[config.mk]
export PLATFORM = sky130hd
export DESIGN_NAME = serial_command_stepper_controller
export DESIGN_NICKNAME = d
export VERILOG_FILES = /design/src/design/scsc_pkg.sv /design/src/design/scsc_front.sv /design/src/design/scsc_queue.sv /design/src/design/scsc_back.sv /design/src/design/serial_command_stepper_controller.sv
export SDC_FILE = /design/constraint.sdc
export NUM_CORES = 1
export LEC_CHECK = 0
export BUFFER_PORTS_ARGS = -buffer_cell sky130_fd_sc_hd__buf_2
export CORE_ASPECT_RATIO = 1.75
export CORE_UTILIZATION = 64
export CTS_BUF_LIST = sky130_fd_sc_hd__clkbuf_4 sky130_fd_sc_hd__clkbuf_8
export CTS_CLUSTER_SIZE = 16
export DETAILED_ROUTE_END_ITERATION = 10
export PLACE_DENSITY = 0.87
export SLEW_MARGIN = 0
export SYNTH_ARGS = -nofsm -noshare
export SYNTH_HDL_FRONTEND = slang
export SYNTH_SLANG_ARGS = --single-unit
[constraint.sdc]
create_clock -name clk -period 6.3 [get_ports clk]
set_input_delay 0.945 -clock clk [delete_from_list [all_inputs] [get_ports clk]]
set_output_delay 0.945 -clock clk [all_outputs]
set_load 0.01 [all_outputs]
[src/design/scsc_pkg.sv]
`timescale 1ns / 1ps
`default_nettype none

package scsc_pkg;

	// Character codes that the line parser and the reply path use.
	localparam logic [7:0] CH_CR = 8'h0D;
	localparam logic [7:0] CH_LF = 8'h0A;
	localparam logic [7:0] CH_0  = 8'h30;
	localparam logic [7:0] CH_9  = 8'h39;
	localparam logic [7:0] CH_S  = 8'h53;
	localparam logic [7:0] CH_N  = 8'h4E;
	localparam logic [7:0] CH_T  = 8'h54;
	localparam logic [7:0] CH_H  = 8'h48;
	localparam logic [7:0] CH_O  = 8'h4F;
	localparam logic [7:0] CH_K  = 8'h4B;

	// Position loaded when homing begins.
	localparam logic [15:0] HOME_START = 16'hFFFF;

	// One classified request as it travels from the front to the back.
	typedef struct packed {
		logic        tx_valid;
		logic [7:0]  tx_byte;
		logic        reply;
		logic        step_pulse;
		logic        step_forward;
		logic        motor_enable;
		logic        move_done;
		logic [15:0] numbers_us;
		logic [15:0] stamp_us;
	} entry_t;

endpackage

`default_nettype wire

[src/design/scsc_front.sv]
`timescale 1ns / 1ps
`default_nettype none

module scsc_front #(
	parameter int LINE_MAX = 250
) (
	input  wire                  clk,
	input  wire                  arst_n,
	input  wire                  in_valid,
	output logic                 in_ready,
	input  wire                  kind,
	input  wire  [7:0]           rx_byte,
	input  wire                  end_hit,
	input  wire                  q_full,
	output logic                 push,
	output scsc_pkg::entry_t     push_entry
);

	localparam int LINE_W = $clog2(LINE_MAX + 1);

	logic [15:0]       pos_q, tgt_q, nw_q, sw_q, acc_q;
	logic              done_q, homing_q, enable_q, dir_q, digits_open_q;
	logic [LINE_W-1:0] line_pos_q;
	logic [7:0]        letter_q;

	logic [15:0]       pos_d, tgt_d, nw_d, sw_d, acc_d;
	logic              done_d, homing_d, enable_d, dir_d, digits_open_d;
	logic [LINE_W-1:0] line_pos_d;
	logic [7:0]        letter_d;
	logic              pulse, reply, forward;

	assign in_ready = !q_full;
	assign push     = in_valid && in_ready;

	// Next state for one request: a step tick or a received character.
	always_comb begin
		pos_d         = pos_q;
		tgt_d         = tgt_q;
		nw_d          = nw_q;
		sw_d          = sw_q;
		acc_d         = acc_q;
		done_d        = done_q;
		homing_d      = homing_q;
		enable_d      = enable_q;
		dir_d         = dir_q;
		digits_open_d = digits_open_q;
		line_pos_d    = line_pos_q;
		letter_d      = letter_q;
		pulse         = 1'b0;
		reply         = 1'b0;
		forward       = pos_q < tgt_q;
		if (kind) begin
			if (!done_q) begin
				if (homing_q && end_hit) begin
					enable_d = 1'b0;
					pos_d    = 16'd0;
					tgt_d    = 16'd0;
					homing_d = 1'b0;
					done_d   = 1'b1;
				end else if (pos_q == tgt_q) begin
					enable_d = 1'b0;
					done_d   = 1'b1;
				end else begin
					enable_d = 1'b1;
					if (!forward && end_hit) begin
						done_d = 1'b1;
					end else begin
						dir_d = forward;
						pos_d = forward ? pos_q + 16'd1 : pos_q - 16'd1;
						pulse = 1'b1;
					end
				end
			end
		end else if (rx_byte == scsc_pkg::CH_CR) begin
			// End of line: act on the command letter, then clear the parser.
			if (line_pos_q != '0) begin
				case (letter_q)
					scsc_pkg::CH_S: begin
						tgt_d  = acc_q;
						done_d = 1'b0;
						reply  = 1'b1;
					end
					scsc_pkg::CH_N: begin
						nw_d  = acc_q;
						reply = 1'b1;
					end
					scsc_pkg::CH_T: begin
						sw_d  = acc_q;
						reply = 1'b1;
					end
					scsc_pkg::CH_H: begin
						pos_d    = scsc_pkg::HOME_START;
						tgt_d    = 16'd0;
						done_d   = 1'b0;
						homing_d = 1'b1;
					end
					default: ;
				endcase
			end
			line_pos_d    = '0;
			letter_d      = 8'd0;
			acc_d         = 16'd0;
			digits_open_d = 1'b0;
		end else if (line_pos_q < LINE_W'(LINE_MAX)) begin
			// Characters past the line limit are echoed but not parsed.
			if (line_pos_q == '0) begin
				letter_d      = rx_byte;
				acc_d         = 16'd0;
				digits_open_d = 1'b1;
			end else if (digits_open_q) begin
				if (rx_byte inside {[scsc_pkg::CH_0:scsc_pkg::CH_9]}) begin
					acc_d = (acc_q << 3) + (acc_q << 1) + {12'd0, rx_byte[3:0]};
				end else begin
					digits_open_d = 1'b0;
				end
			end
			line_pos_d = line_pos_q + LINE_W'(1);
		end
	end

	// Request descriptor: echo, reply flag and the state after the request.
	always_comb begin
		push_entry.tx_valid     = !kind;
		push_entry.tx_byte      = kind ? 8'd0 : rx_byte;
		push_entry.reply        = reply;
		push_entry.step_pulse   = pulse;
		push_entry.step_forward = dir_d;
		push_entry.motor_enable = enable_d;
		push_entry.move_done    = done_d;
		push_entry.numbers_us   = nw_d;
		push_entry.stamp_us     = sw_d;
	end

	// Controller state; reset begins homing from the far end.
	always_ff @(posedge clk or negedge arst_n) begin
		if (!arst_n) begin
			pos_q         <= scsc_pkg::HOME_START;
			tgt_q         <= 16'd0;
			nw_q          <= 16'd0;
			sw_q          <= 16'd0;
			acc_q         <= 16'd0;
			done_q        <= 1'b0;
			homing_q      <= 1'b1;
			enable_q      <= 1'b0;
			dir_q         <= 1'b0;
			digits_open_q <= 1'b0;
			line_pos_q    <= '0;
			letter_q      <= 8'd0;
		end else if (push) begin
			pos_q         <= pos_d;
			tgt_q         <= tgt_d;
			nw_q          <= nw_d;
			sw_q          <= sw_d;
			acc_q         <= acc_d;
			done_q        <= done_d;
			homing_q      <= homing_d;
			enable_q      <= enable_d;
			dir_q         <= dir_d;
			digits_open_q <= digits_open_d;
			line_pos_q    <= line_pos_d;
			letter_q      <= letter_d;
		end
	end

endmodule

`default_nettype wire

[src/design/scsc_queue.sv]
`timescale 1ns / 1ps
`default_nettype none

module scsc_queue #(
	parameter int DEPTH = 4
) (
	input  wire                  clk,
	input  wire                  arst_n,
	input  wire                  push,
	input  scsc_pkg::entry_t     push_entry,
	output logic                 full,
	input  wire                  pop,
	output logic                 not_empty,
	output scsc_pkg::entry_t     head
);

	localparam int PTR_W = (DEPTH > 1) ? $clog2(DEPTH) : 1;
	localparam int CNT_W = $clog2(DEPTH + 1);

	scsc_pkg::entry_t  mem [DEPTH];
	logic [PTR_W-1:0]  wr_ptr_q, rd_ptr_q;
	logic [CNT_W-1:0]  count_q;

	assign full      = count_q == CNT_W'(DEPTH);
	assign not_empty = count_q != '0;
	assign head      = mem[rd_ptr_q];

	// Entry storage.
	always_ff @(posedge clk) begin
		if (push) begin
			mem[wr_ptr_q] <= push_entry;
		end
	end

	// Pointers and fill count.
	always_ff @(posedge clk or negedge arst_n) begin
		if (!arst_n) begin
			wr_ptr_q <= '0;
			rd_ptr_q <= '0;
			count_q  <= '0;
		end else begin
			if (push) begin
				wr_ptr_q <= (wr_ptr_q == PTR_W'(DEPTH - 1)) ? '0 : wr_ptr_q + PTR_W'(1);
			end
			if (pop) begin
				rd_ptr_q <= (rd_ptr_q == PTR_W'(DEPTH - 1)) ? '0 : rd_ptr_q + PTR_W'(1);
			end
			if (push && !pop) begin
				count_q <= count_q + CNT_W'(1);
			end else if (pop && !push) begin
				count_q <= count_q - CNT_W'(1);
			end
		end
	end

endmodule

`default_nettype wire

[src/design/scsc_back.sv]
`timescale 1ns / 1ps
`default_nettype none

module scsc_back (
	input  wire                  clk,
	input  wire                  arst_n,
	input  wire                  q_not_empty,
	input  scsc_pkg::entry_t     q_head,
	output logic                 q_pop,
	output logic                 out_valid,
	input  wire                  out_ready,
	output logic                 tx_valid,
	output logic [7:0]           tx_byte,
	output logic                 step_pulse,
	output logic                 step_forward,
	output logic                 motor_enable,
	output logic                 move_done,
	output logic [15:0]          numbers_servo_us,
	output logic [15:0]          stamp_servo_us,
	output logic                 last
);

	scsc_pkg::entry_t cur_q;
	logic             valid_q;
	logic [1:0]       idx_q;
	logic             take;

	// The final result is the echo alone, or the newline of an OK reply.
	assign last = !cur_q.reply || (idx_q == 2'd3);
	assign take = valid_q && out_ready;
	assign q_pop = q_not_empty && (!valid_q || (take && last));

	assign out_valid        = valid_q;
	assign tx_valid         = cur_q.tx_valid;
	assign step_pulse       = cur_q.step_pulse;
	assign step_forward     = cur_q.step_forward;
	assign motor_enable     = cur_q.motor_enable;
	assign move_done        = cur_q.move_done;
	assign numbers_servo_us = cur_q.numbers_us;
	assign stamp_servo_us   = cur_q.stamp_us;

	// Echo first, then the reply characters.
	always_comb begin
		case (idx_q)
			2'd1:    tx_byte = scsc_pkg::CH_O;
			2'd2:    tx_byte = scsc_pkg::CH_K;
			2'd3:    tx_byte = scsc_pkg::CH_LF;
			default: tx_byte = cur_q.tx_byte;
		endcase
	end

	// Output register payload.
	always_ff @(posedge clk) begin
		if (q_pop) begin
			cur_q <= q_head;
		end
	end

	// Output valid and result index within the request.
	always_ff @(posedge clk or negedge arst_n) begin
		if (!arst_n) begin
			valid_q <= 1'b0;
			idx_q   <= 2'd0;
		end else if (q_pop) begin
			valid_q <= 1'b1;
			idx_q   <= 2'd0;
		end else if (take) begin
			if (last) begin
				valid_q <= 1'b0;
			end else begin
				idx_q <= idx_q + 2'd1;
			end
		end
	end

endmodule

`default_nettype wire

[src/design/serial_command_stepper_controller.sv]
// Serial command and stepper controller.
// Input channel (in_valid/in_ready) carries one request: a received serial
// byte (kind = 0, rx_byte) or a step timer tick (kind = 1), with the end
// switch level in end_hit. Output channel (out_valid/out_ready) carries the
// results: one per tick, one echo per byte, and after a carriage return that
// closes an S, N or T line three more bytes 'O', 'K', newline. The last flag
// marks the final result of a request; the motor and servo fields show the
// state after the request was handled.
// The front decodes and updates state in the cycle a request is accepted, so
// a request can be accepted every cycle while the queue has room. The first
// result of a request passes through the queue and then the output register
// before it is presented. The output side delivers one result per cycle
// while out_ready is high, so requests with a reply, which have four results
// each, limit the sustained request rate. When the receiver
// stalls, the output register holds and the queue of QUEUE_DEPTH requests
// fills before in_ready drops.
// Reset empties the queue, clears the parser and servo widths and starts
// homing from position 0xFFFF with the driver disabled.
`timescale 1ns / 1ps
`default_nettype none

module serial_command_stepper_controller #(
	parameter int LINE_MAX    = 250,
	parameter int QUEUE_DEPTH = 4
) (
	input  wire         clk,
	input  wire         arst_n,
	input  wire         in_valid,
	output logic        in_ready,
	input  wire         kind,
	input  wire  [7:0]  rx_byte,
	input  wire         end_hit,
	output logic        out_valid,
	input  wire         out_ready,
	output logic        tx_valid,
	output logic [7:0]  tx_byte,
	output logic        step_pulse,
	output logic        step_forward,
	output logic        motor_enable,
	output logic        move_done,
	output logic [15:0] numbers_servo_us,
	output logic [15:0] stamp_servo_us,
	output logic        last
);

	scsc_pkg::entry_t push_entry, head;
	logic             push, full, pop, not_empty;

	// Front: accepts and classifies requests, owns the controller state.
	scsc_front #(
		.LINE_MAX(LINE_MAX)
	) u_front (
		.clk       (clk),
		.arst_n    (arst_n),
		.in_valid  (in_valid),
		.in_ready  (in_ready),
		.kind      (kind),
		.rx_byte   (rx_byte),
		.end_hit   (end_hit),
		.q_full    (full),
		.push      (push),
		.push_entry(push_entry)
	);

	// Queue between front and back.
	scsc_queue #(
		.DEPTH(QUEUE_DEPTH)
	) u_queue (
		.clk       (clk),
		.arst_n    (arst_n),
		.push      (push),
		.push_entry(push_entry),
		.full      (full),
		.pop       (pop),
		.not_empty (not_empty),
		.head      (head)
	);

	// Back: expands each request into its result bytes.
	scsc_back u_back (
		.clk             (clk),
		.arst_n          (arst_n),
		.q_not_empty     (not_empty),
		.q_head          (head),
		.q_pop           (pop),
		.out_valid       (out_valid),
		.out_ready       (out_ready),
		.tx_valid        (tx_valid),
		.tx_byte         (tx_byte),
		.step_pulse      (step_pulse),
		.step_forward    (step_forward),
		.motor_enable    (motor_enable),
		.move_done       (move_done),
		.numbers_servo_us(numbers_servo_us),
		.stamp_servo_us  (stamp_servo_us),
		.last            (last)
	);

endmodule

`default_nettype wire

; ---- Word level (Yosys, flattened, before mapping)
; Memory sizes are Yosys's and may differ from the RTL's. A register that Yosys moved wholly into a read port is not among the register bits.
; Cells that the tools add are included.
[totals]
regBits = 111
mem_bits_rw = 184
inputBits = 14
output_inout_bits = 48
elab_cells = 176
n_memories = 1
[memory_table]
columns = name, depth, word_bits, rd, rd_clocked_by_memory_dff, wr, line
row1 = u_queue.mem, 4, 46, 1, 1, 1, scsc_queue.sv:20  ; scsc_pkg::entry_t mem [DEPTH];
[op_classes]
n_addsub = 10
n_lt_le_gt_ge = 4
eq_ne = 17
mux = 84
n_bitwise = 1
n_reduce_logical = 42
[ops]
columns = cell, n
row1 = $mux W16, 27
row2 = $mux W8, 6
row3 = $mux W1, 42
row4 = $eq A8 B7 Y1 const B, 4
row5 = $pmux W16 S2, 1
row6 = $pmux W8 S3, 1
row7 = $add A16 B1 Y16 const B, 1
row8 = $add A16 B16 Y16, 1
row9 = $add A16 B4 Y16, 1
row10 = $eq A16 B16 Y1, 1
row11 = $lt A16 B16 Y1, 1
row12 = $reduce_bool A2 Y1, 8
row13 = $sub A16 B1 Y16 const B, 1
row14 = $reduce_and A6 Y1, 2
row15 = $reduce_bool A3 Y1, 4
row16 = $mux W2, 5
row17 = $logic_and A1 B1 Y1, 9
row18 = $add A8 B1 Y8 const B, 1
row19 = $eq A2 B2 Y1 const B, 4
row20 = $eq A8 B4 Y1 const B, 1
row21 = $ge A8 B6 Y1 const B, 1
row22 = $le A8 B6 Y1 const B, 1
row23 = $logic_not A8 Y1, 1
row24 = $lt A8 B8 Y1 const B, 1
row25 = other kinds (20), 33

; ---- Depth between registers and ports, before layout
[depth]
depth_word = 8
depth_mapped = 15
ltp_nobuf = 14

; ---- Cells and area by module
; From an unflattened synthesis, not the netlist that was laid out.
[unflattened]
hier_cells = 1140
area_unflattened_um2 = 15506.1
[modules_own_cells]
columns = module, instances, cells_each, area_each_um2, seq_area_each_um2
row1 = scsc_queue, 1, 277, 7044.3, 5700.5
row2 = scsc_front, 1, 753, 6558.8, 2548.7
row3 = scsc_back, 1, 110, 1903.1, 1456.4

; ---- Worst setup path after synthesis
; OpenSTA, ideal clock, no wires.
[synth_timing]
kind = input-to-reg
start = input out_ready
end = register u_queue.count_q[1]
setup_time_ps = 125
t_arrival_ps = 4636
t_required_ps = 6175
setup_slack_ps = 1540
stages = 7
n_path_buf = 0
path_cell_list = nand2_1 -> a21oi_1 -> inv_1 -> ha_1 -> inv_1 -> fa_1 -> mux2_2
[synth_via]
elab_chain_cells = 7
elab_cells_between_ends = 9
classes_between = 1 x mux / 8 x reduce/logical
[synth_lines]
columns = element, line
row1 = from (decl), serial_command_stepper_controller.sv:34  ; input wire out_ready,
row2 = $logic_and A1 B1 Y1 *, scsc_back.sv:30  ; assign take = valid_q && out_ready;
row3 = $logic_and A1 B1 Y1 *, scsc_back.sv:31  ; assign q_pop = q_not_empty && (!valid_q || (take && last));
row4 = $logic_or A1 B1 Y1 *, scsc_back.sv:31
row5 = $logic_and A1 B1 Y1 *, scsc_back.sv:31
row6 = via pop, serial_command_stepper_controller.sv:47  ; logic push, full, pop, not_empty;
row7 = $logic_not A1 Y1, scsc_queue.sv:48  ; if (push && !pop) begin
row8 = $logic_and A1 B1 Y1, scsc_queue.sv:48
row9 = $mux W3 or $reduce_bool A2 Y1 (tied branches), n/a
row10 = to (signal assigned), scsc_queue.sv:49  ; count_q <= count_q + CNT_W'(1);
row11 = to (signal assigned), scsc_queue.sv:51  ; count_q <= count_q - CNT_W'(1);
row12 = to (decl), scsc_queue.sv:22  ; logic [CNT_W-1:0] count_q;
; The timed path passes the listed nets; every way through them passes the cells marked *.
; A chain may end at the register's enable or synchronous reset.

; ---- Worst setup path after layout
[layout_timing]
start = register u_front.pos_q[14]
end = register u_front.pos_q[13]
[layout_via]
elab_chain_cells = 7
elab_cells_between_ends = 13
classes_between = 1 x order compare / 3 x eq/ne / 6 x mux / 3 x reduce/logical
[layout_lines]
columns = element, line
row1 = from (decl), scsc_front.sv:21  ; logic [15:0] pos_q, tgt_q, nw_q, sw_q, acc_q;
row2 = from (signal assigned), scsc_front.sv:137  ; pos_q <= scsc_pkg::HOME_START;
row3 = from (signal assigned), scsc_front.sv:150  ; pos_q <= pos_d;
row4 = $lt A16 B16 Y1, scsc_front.sv:51  ; forward = pos_q < tgt_q;
row5 = $mux W16, scsc_front.sv:69  ; pos_d = forward ? pos_q + 16'd1 : pos_q - 16'd1;
row6 = $mux W16, scsc_front.sv:65  ; if (!forward && end_hit) begin
row7 = $mux W16, scsc_front.sv:60  ; end else if (pos_q == tgt_q) begin
row8 = $mux W16, scsc_front.sv:54  ; if (homing_q && end_hit) begin
row9 = $mux W16, scsc_front.sv:53  ; if (!done_q) begin
row10 = $mux W16, scsc_front.sv:52  ; if (kind) begin
; Parallel ways exist; a longest one is shown, timed or not. The select of a mux whose other input is x is not followed.

==> flow_metrics.tcl <==
set metrics [dict create \
    status "finished, final reports clean" \
    final_layout_size_suffix_gt1_share_pct 23.6 \
    diodes 0 \
    clk_pin_slew_ns 0.07 \
    die_x_microns 119 \
    detail_route.iter0.violations 743 \
    hold_buffers 0 \
    ys_ff_latch 341 \
    cts_resized 0 \
    min_period_ns 4.61 \
    cts_tree "yes" \
    drv_slew 0 \
    syn_area_per_cell_sq_um 14.0 \
    synth_cells 1102 \
    async_reset_ff_share_pct 32.6 \
    yosysWarnings 0 \
    dieArea_sq_um 24800 \
    antenna_found_initial 0 \
    fill_cells 1423 \
    setup_tns_ns 0 \
    relSlewSlack_pct 21.9 \
    drc 0 \
    regToRegSetupSlack_ns 1.69 \
    skew_ns 0.0231 \
    worst_skew_pair.late_latency_ns 0.57 \
    layout_commonest_cell "edfxtp_1" \
    hp-class "reg -> reg" \
    fmax_mhz 217 \
    yosys.area_share.simple_pct 9.34 \
    root_buffer "clkbuf_8" \
    cp.arrival_ns 5.05 \
    synthMuxAreaShare_pct 10.5 \
    seq_area_sq_um 9710 \
    via_per_inst 6.22 \
    ir_worst_vdd_uv 288 \
    synthXorXnorAreaFrac_pct 1.59 \
    grt_pass1_wl_microns 51000 \
    maxCapViolCount 0 \
    num_rows 74 \
    synth_top_family_by_area "multiplexers" \
    clk_path_buf_depth 3 \
    rsz0062_at_grt "false" \
    crit_path_start_kind "flop" \
    powerDensity_nw_per_um2 500 \
    timing.final.crit_share_pct 73.1 \
    globalplace.congestion 0.883 \
    cts_made_buffers 44 \
    track_usage_pct 26.9 \
    wl_per_cell_microns 21.5 \
    synth-main-ff-cell "edfxtp_1" \
    tightest_slew_ns 1.17 \
    cts.htree.levels 2 \
    grt_max_degree 69 \
    finalSetupViolations 0 \
    final_cell_mix "230 x edfxtp_1, 156 x nand2_1, 92 x dfrtp_1, 69 x ha_1, 60 x buf_2" \
    fin_hold_ws_ns 0.492 \
    via_count 9292 \
    synth_compound_area_share_pct 6.42 \
    overflow 0 \
    critical_path_required_ns 6.75 \
    leakagePower_uw 0.00678 \
    crit_fanout 23 \
    synth.net_count 1189 \
    die_h_microns 208 \
    ys_seq_area_share_pct 62.8 \
    synthAdderAreaFrac_pct 6.10 \
    io_buffer_count 61 \
    area_growth_pct 9.40 \
    hold_viol_final 0 \
    io_pins 62 \
    cts_sinks 341 \
    grt_pass1_vias 9752 \
    first_pass_iters 5 \
    total_power_uw 8460 \
    wirelength_microns 32100 \
    crit_path_end_kind "flop" \
    synth-edff-count 230 \
    hpwl_microns 20800 \
    yosysUniqueCellTypes 67 \
    utilization_pct 71.9 \
    netlist_area_sq_um 15500 \
    core-area_sq_um 23500 \
    multiInputGateArea_sq_um 5280 \
    worstSetupPathType "reg -> reg" \
    fin_nets 1243 \
    post_cts_buffers 0 \
    start_util_pct 65.7 \
    ant_nets 0 \
]
-- Yosys cell counts, types with 5 or more instances --
cell type,instances,area [sq um]
a21oi_1,35,175
clkbuf_1,23,86.3
or3_1,9,56.3
and2_1,7,43.8
buf_1,6,22.5
o21ai_0,59,295
a21o_1,9,67.6
xor2_1,17,149
edfxtp_1,230,6910
mux2_2,44,495
mux2_4,5,75.1
nand2_1,156,586
mux4_2,46,1040
ha_1,69,863
dfstp_2,17,447
nand4_1,8,50.1
dfrtp_1,94,2350
inv_1,35,131
nor3_1,11,55.1
xnor2_1,11,96.3
nand3_1,28,140
nand2b_1,7,43.8
nor2_1,36,135
buf_4,32,240
nor2b_1,14,87.6
and3_1,11,68.8
o21a_1,7,52.6
-- through the flow --
stage | setup WS [ns] | cell area (sq um) | cells
after detailed placement | 1.72 | 15900 | 1414
after global routing | 1.45 | 16900 | 1493
after floorplan | 1.54 | 15500 | 1102
final | 1.69 | 16900 | 1493
after global placement | 1.81 | 15900 | 1414
after CTS | 1.70 | 16900 | 1493
-- metal layers --
| metal | share of wire (%) | global-route usage [%] |
|---|---|---|
| met5 | 0 | 0 |
| met4 | 3.7 | 12.6 |
| met3 | 5.3 | 3.90 |
| met2 | 56 | 50.0 |
| met1 | 35 | 29.7 |
-- kinds of logic after synthesis --
kind of cell / Yosys count
buffers and inverters: 102
muxes: 96
and+or+nand+nor: 306
adders and majority gates: 73
DFF: 341
xor gates and xnor gates: 28
AOI/OAI and AO/OA: 156
-- worst max-delay path, cell delays in order (launching register included) --
cell,delay [ns]
dfstp_2,0.55
ha_1,0.17
nand4_1,0.19
or4_1,0.62
a21oi_1,0.32
or3_1,0.17
buf_4,0.27
ha_1,0.33
and3_1,0.21
a2111oi_2,0.52
nand3_1,0.21
a41o_1,0.35
a31o_2,0.26
a311oi_1,0.25
a21oi_1,0.07
-- worst paths after layout --
path | from | end | cells past startpoint
setup / recovery | u_front.pos_q[14] | u_front.pos_q[13] | 14
hold / removal | u_front.sw_q[14] | u_front.sw_q[14] | 2
setup reg to reg | u_front.pos_q[14] | u_front.pos_q[13] | 14
hold reg to reg | u_front.sw_q[14] | u_front.sw_q[14] | 2
max in group asynchronous | arst_n | u_front.pos_q[14] | 2
min in group asynchronous | arst_n | u_front.letter_q[6] | 1
-- flip-flops by register name, indices dropped and copies added (netlist names), 9 cells and up --
name and flops:
u_queue.mem 184, u_back.numbers_servo_us 16, u_back.stamp_servo_us 16, u_front.acc_q 16, u_front.nw_q 16, u_front.pos_q 16, u_front.sw_q 16, u_front.tgt_q 16
u_back.cur_q 9
-- where the power goes --
| part | leakage, uW | switching [uW] | total (uW) | internal (uW) |
|---|---|---|---|---|
| Combinational | 0.00266 | 1690 | 3060 | 1370 |
| Sequential | 0.00358 | 425 | 3550 | 3130 |
| Clock | 0.000531 | 792 | 1840 | 1050 |
| Total | 0.00678 | 2910 | 8460 | 5550 |
-- final cells by class --
| type | instances | share of cell area, % |
|---|---|---|
| inverters | 36 | 0.799 |
| clock inverters | 21 | 1.61 |
| well taps | 304 | 2.25 |
| repair buffers | 74 | 2.40 |
| flip-flops and latches | 341 | 57.4 |
| multi-input cells | 659 | 31.2 |
| clock buffers | 58 | 4.35 |
No activity file was read; power rests on OpenSTA's default activity.
